===== config.mk =====
export PLATFORM = sky130hd
export DESIGN_NAME = four_entry_fifo_assoc_cache_unit
export DESIGN_NICKNAME = d
export VERILOG_FILES = /design/src/rtl/core/fac_pkg.sv /design/src/rtl/core/four_entry_fifo_assoc_cache_unit.sv /design/src/rtl/core/fac_store.sv
export SDC_FILE = /design/constraint.sdc
export NUM_CORES = 1
export LEC_CHECK = 0
export ABC_AREA = 1
export BUFFER_PORTS_ARGS = -buffer_cell sky130_fd_sc_hd__buf_4
export CAP_MARGIN = 20
export CORE_ASPECT_RATIO = 1.25
export CORE_MARGIN = 3
export CORE_UTILIZATION = 50
export CTS_BUF_LIST = sky130_fd_sc_hd__clkbuf_16
export CTS_CLUSTER_DIAMETER = 30
export DETAILED_ROUTE_END_ITERATION = 12
export PLACE_DENSITY_LB_ADDON = 0.08
export SLEW_MARGIN = 20
export SYNTH_ARGS = -nofsm -noshare
export SYNTH_HDL_FRONTEND = slang
export SYNTH_SLANG_ARGS = --single-unit

===== constraint.sdc =====
create_clock -name clock -period 3.3 [get_ports clock]
set_clock_uncertainty 0.05 [all_clocks]
set_input_delay 0.165 -clock clock [delete_from_list [all_inputs] [get_ports clock]]
set_output_delay 0.165 -clock clock [all_outputs]
set_load 0.01 [all_outputs]

===== src/rtl/core/fac_pkg.sv =====
package fac_pkg;

   localparam int TAG_WIDTH  = 16;
   localparam int DATA_WIDTH = 32;
   localparam int NUM_LINES  = 4;
   localparam int LINE_W     = $clog2(NUM_LINES);
   localparam int STATE_W    = 2;

   localparam logic [STATE_W-1:0] STATE_INVALID = '0;

   typedef enum logic [1:0] {
      OP_LOOKUP = 2'd0,
      OP_LOAD   = 2'd1,
      OP_UPDATE = 2'd2,
      OP_NONE   = 2'd3
   } op_type;

   typedef struct packed {
      logic                  valid;
      op_type                op;
      logic [TAG_WIDTH-1:0]  address;
      logic [LINE_W-1:0]     line_index;
      logic [STATE_W-1:0]    new_state;
      logic [DATA_WIDTH-1:0] new_data;
   } cmd_type;

   typedef struct packed {
      logic                  hit;
      logic [LINE_W-1:0]     hit_line;
      logic [STATE_W-1:0]    line_state;
      logic [DATA_WIDTH-1:0] line_data;
      logic [LINE_W-1:0]     written_line;
   } rsp_type;

endpackage


===== src/rtl/core/four_entry_fifo_assoc_cache_unit.sv =====
// Four-line fully associative cache with first-in first-out replacement.
// One access is taken per clock: a command is transferred when start is high
// and busy is low. Its result is driven on the rsp_ ports with rsp_strobe
// high for one cycle. The command is held in the input register, goes
// through the four tag compares, and its result is held in the result
// register before it reaches the rsp_ ports. The receiver cannot stall, so
// results must be captured when rsp_strobe is high.
// busy is high only during reset and the cycle after it. Lookup reports the
// first line whose tag matches (whatever its state), or line 0 on a miss.
// Load fills the first invalid line, or shifts the lines down and fills the
// last place when all are valid; update overwrites the named line.
module four_entry_fifo_assoc_cache_unit
   import fac_pkg::*;
(
   input  logic                         clock,
   input  logic                         reset,
   input  logic                         start,
   output logic                         busy,
   input  logic [1:0]                   req_opcode,
   input  logic [TAG_WIDTH-1:0]         req_address,
   input  logic [LINE_W-1:0]            req_line_index,
   input  logic [STATE_W-1:0]           req_new_state,
   input  logic signed [DATA_WIDTH-1:0] req_new_data,
   output logic                         rsp_strobe,
   output logic                         rsp_hit,
   output logic [LINE_W-1:0]            rsp_hit_line,
   output logic [STATE_W-1:0]           rsp_line_state,
   output logic signed [DATA_WIDTH-1:0] rsp_line_data,
   output logic [LINE_W-1:0]            rsp_written_line
);

   logic    busy_ff;
   cmd_type cmd_ff;
   cmd_type cmd_in;
   rsp_type store_rsp;
   rsp_type rsp_ff;
   logic    rsp_valid_ff;

   always_comb begin
      cmd_in.valid      = start && !busy_ff;
      cmd_in.op         = op_type'(req_opcode);
      cmd_in.address    = req_address;
      cmd_in.line_index = req_line_index;
      cmd_in.new_state  = req_new_state;
      cmd_in.new_data   = DATA_WIDTH'(req_new_data);
   end

   fac_store u_store (
      .clock (clock),
      .reset (reset),
      .cmd   (cmd_ff),
      .rsp   (store_rsp)
   );

   always_ff @(posedge clock) begin
      if (reset) begin
         busy_ff      <= 1'b1;
         cmd_ff.valid <= 1'b0;
         rsp_valid_ff <= 1'b0;
      end else begin
         busy_ff      <= 1'b0;
         cmd_ff.valid <= cmd_in.valid;
         rsp_valid_ff <= cmd_ff.valid;
      end
      cmd_ff.op         <= cmd_in.op;
      cmd_ff.address    <= cmd_in.address;
      cmd_ff.line_index <= cmd_in.line_index;
      cmd_ff.new_state  <= cmd_in.new_state;
      cmd_ff.new_data   <= cmd_in.new_data;
      rsp_ff            <= store_rsp;
   end

   assign busy             = busy_ff;
   assign rsp_strobe       = rsp_valid_ff;
   assign rsp_hit          = rsp_ff.hit;
   assign rsp_hit_line     = rsp_ff.hit_line;
   assign rsp_line_state   = rsp_ff.line_state;
   assign rsp_line_data    = $signed(rsp_ff.line_data);
   assign rsp_written_line = rsp_ff.written_line;

endmodule


===== src/rtl/core/fac_store.sv =====
module fac_store
   import fac_pkg::*;
(
   input  logic    clock,
   input  logic    reset,
   input  cmd_type cmd,
   output rsp_type rsp
);

   logic [STATE_W-1:0]    states_ff [NUM_LINES];
   logic [STATE_W-1:0]    states_in [NUM_LINES];
   logic [TAG_WIDTH-1:0]  tags_ff   [NUM_LINES];
   logic [TAG_WIDTH-1:0]  tags_in   [NUM_LINES];
   logic [DATA_WIDTH-1:0] words_ff  [NUM_LINES];
   logic [DATA_WIDTH-1:0] words_in  [NUM_LINES];

   logic              found;
   logic [LINE_W-1:0] sel;
   logic              free_found;
   logic [LINE_W-1:0] target;

   // first matching tag, state ignored
   always_comb begin
      found = 1'b0;
      sel   = '0;
      for (int i = 0; i < NUM_LINES; i++) begin
         if (!found && tags_ff[i] == cmd.address) begin
            found = 1'b1;
            sel   = LINE_W'(i);
         end
      end
   end

   // first invalid line, else the last place after a shift
   always_comb begin
      free_found = 1'b0;
      target     = LINE_W'(NUM_LINES - 1);
      for (int i = 0; i < NUM_LINES; i++) begin
         if (!free_found && states_ff[i] == STATE_INVALID) begin
            free_found = 1'b1;
            target     = LINE_W'(i);
         end
      end
   end

   always_comb begin
      states_in = states_ff;
      tags_in   = tags_ff;
      words_in  = words_ff;
      rsp       = '0;
      if (cmd.valid) begin
         case (cmd.op)
            OP_LOOKUP: begin
               rsp.hit        = found;
               rsp.hit_line   = sel;
               rsp.line_state = states_ff[sel];
               rsp.line_data  = words_ff[sel];
            end
            OP_LOAD: begin
               if (!free_found) begin
                  // drop the oldest line, advance the rest
                  for (int i = 0; i < NUM_LINES - 1; i++) begin
                     states_in[i] = states_ff[i+1];
                     tags_in[i]   = tags_ff[i+1];
                     words_in[i]  = words_ff[i+1];
                  end
               end
               states_in[target] = cmd.new_state;
               tags_in[target]   = cmd.address;
               words_in[target]  = cmd.new_data;
               rsp.written_line  = target;
            end
            OP_UPDATE: begin
               states_in[cmd.line_index] = cmd.new_state;
               tags_in[cmd.line_index]   = cmd.address;
               words_in[cmd.line_index]  = cmd.new_data;
               rsp.written_line          = cmd.line_index;
            end
            default: begin
            end
         endcase
      end
   end

   always_ff @(posedge clock) begin
      if (reset) begin
         for (int i = 0; i < NUM_LINES; i++) begin
            states_ff[i] <= STATE_INVALID;
            tags_ff[i]   <= '0;
            words_ff[i]  <= '1;
         end
      end else begin
         states_ff <= states_in;
         tags_ff   <= tags_in;
         words_ff  <= words_in;
      end
   end

endmodule


==> reports/metrics.yaml <==
floorplan:
  initial_core_util: 0.5096
  die_w_um: 158.6
  num_rows: 69
  core_um2: 28580
  io_pins: 98
  dieArea_um2: 31220
  die_h_um: 196.8
setup_path:
  worstPathCellList: "inv_1 > nand2_1 > nand3_1 > nor2_1 > nand2_1 > nor2_2 > nand2_1 > nand2_2 > buf_4 > nand3_1 > nand3_1 > a21oi_1"
  crit_arrival_ps: 3050
  required_ps: 3680
  critPathCaptureType: "register"
  rrSetupSlack_ps: 620
  critPathMaxFanout: 68
  start_kind: "register"
  path_class: "register to register"
  cpMaxStageDelayCell: "buf_4"
  cp_slowest_stage_delay_ps: 700
logic_synthesis:
  ys_types: 35
  synthFlopType: "dfxtp_1"
  ys_warn_count: 0
  synth_top_area_share: 0.4069
  ys_ff_latch: 296
  synth_edf_count: 0
  synth_most_common_cell: "nand2_1"
  yosysTopAreaCell: "dfxtp_1"
  yosysSeqAreaShare: 0.4069
  synthCells: 2048
  synth_area_um2: 14560
  syn_avg_cell_area_um2: 7.111
  synth.area.top_cells: "dfxtp_1 41%, nand2_1 9.3%, inv_1 6.5%"
  async_flop_share: 0
  ys_top_cells_by_count: "360 x nand2_1, 296 x dfxtp_1, 254 x inv_1"
  syn_nets: 2108
route:
  vias: 14370
  finalWirelength_mm: 44.94
  vias_per_cell: 5.586
  drt_iter0_drc: 1225
  ant_nets: 0
  dr.pass1.iters: 5
  wl_per_cell_um: 17.47
  drc: 0
layout:
  regArea_um2: 5926
  drive_gt1_frac: 0.1379
  fill_cells: 2597
  antenna_cells: 0
  syn_to_final_growth_pct: 24.43
  final_cells: 2572
  stdcell_area_um2: 18120
  multiInputGateArea_um2: 6828
  fin_nets: 2189
clocking:
  clk_pin_slew_ps: 50
  worstSkewPairLatency_ps: 590
  cts_resized: 0
  cts_tree: "done"
  h-tree-depth: 2
  cts_root_buf: "clkbuf_16"
  cts_buffers: 61
  clock_sinks: 296
  post-cts-setup-buffers: 0
  clock_path_buffers: 3
sta:
  holdWs_ps: 166.8
  rsz0062_at_grt: "false"
  setup_viol: 0
  final_max_slew_viol_count: 0
  fin_tns_setup_ps: 0
  tightest_slew_ps: 914.3
  clock.fmax_mhz: 373.5
  hold_viol_final: 0
  setup_ws_ps: 623.0
  finalCriticalPeriod_ps: 2677
  relSlewSlack: 0.3898
  timing.final.crit_share: 0.8112
power:
  vdd_drop_max_mv: 0.5858
  leakage_uw: 0.008662
  p_per_area_nw_per_um2: 600.7
grt:
  grt_use_met2: 0.4819
  grtUsageTotal: 0.2855
  busiest_layer: "met2"
  antenna_found_initial: 0
  grt_util_met1: 0.3579
  grt_max_degree: 118
  grt_pass1_wl_mm: 71.97
  grt_overflow: 0
  use_met3: 0.05205
  grt_pass1_vias: 13990
run:
  drv_cap: 0
placed_design:
  dp_slack_ps: 684.0
  io_buffers: 97
  placed_cell_area_um2: 15350
  hpwl_mm: 24.11
  place.gp.congestion: 0.8496
  dp_cells: 2400
outcome:
  status: "completed"
min_path:
  hp-class: "input port to register"
## placed cells by master, fill, tap and decap left out, types with 10 or more instances in the layout
cell	count
a211oi_1	16
a21oi_1	187
a22oi_1	44
buf_4	124
bufinv_16	11
clkbuf_16	63
clkinvlp_4	11
dfxtp_1	296
dlygate4sd3_1	56
inv_1	253
inv_2	14
inv_6	11
mux2i_1	10
nand2_1	357
nand2_2	15
nand3_1	142
nor2_1	92
o211ai_1	54
o21ai_0	184
o21ai_1	15
o22ai_1	115
xnor2_1	33
## through the flow
stage               utilization  total power (uW)
global placement         0.5373              4390
floorplan                     -              4184
CTS                      0.6341             10960
detailed placement       0.5373              4394
global route             0.6341             11230
finish                   0.6341             10890
## registers in the layout, summed over array words and instances, names as in the netlist
| register | cells |
|---|---|
| u_store.words_ff | 128 |
| busy | 1 |
| rsp_written_line | 2 |
| rsp_strobe | 1 |
| rsp_line_state | 2 |
| u_store.states_ff | 8 |
| u_store.tags_ff | 64 |
| rsp_line_data | 32 |
| cmd_ff | 55 |
| rsp_hit | 1 |
| rsp_hit_line | 2 |
## power breakdown
part	switching [uW]	total, uW	internal, uW
clock	2140	6500	4360
combinational	390	651	260
sequential	72.0	3740	3660
total	2600	10900	8280
## worst max-delay path: cells and delay by family, from the launching register on
family                 cells  cell delay, ps
buffers and inverters      2             840
flip-flops                 1             500
AO/OA/AOI/OAI              1              70
AND/OR/NAND/NOR            9            1020
## repair_timing
action	4_1_cts	5_1_grt
endpoints found under the hold margin	58	0
setup endpoints to repair	0	0
hold buffers	56	0
## final timing paths
path,endpoint,cells after the start,startpoint
hold / removal,cmd_ff[20],2,req_new_data[20]
setup / recovery,rsp_line_data[17],12,cmd_ff[36]
hold reg to reg,cmd_ff[54],1,busy
setup reg to reg,rsp_line_data[17],12,cmd_ff[36]
## kinds of logic after synthesis
| kind of cell | share of synthesized area |
|---|---|
| buffers and inverters | 0.1260 |
| muxes | 0.006874 |
| and+or+nand+nor | 0.1843 |
| DFF | 0.4069 |
| AOI/OAI and AO/OA | 0.2493 |
| xor gates and xnor gates | 0.02406 |
| adders and majority gates | 0.002578 |
## per-layer routing
layer	up-vias	wire [um]
met3	114	3299
li1	7017	-
met1	6673	18540
met4	0	1443
met2	562	21660
met5	-	0
## layout make-up
type	count	share of cell area
Multi-Input combinational cell	1311	0.3768
Timing Repair Buffer	188	0.09115
Inverter	271	0.05635
Clock buffer	63	0.08700
Clock inverter	53	0.03473
Sequential cell	296	0.3270
Tap cell	390	0.02693
Note: power is estimated with default switching activity, not from simulation.
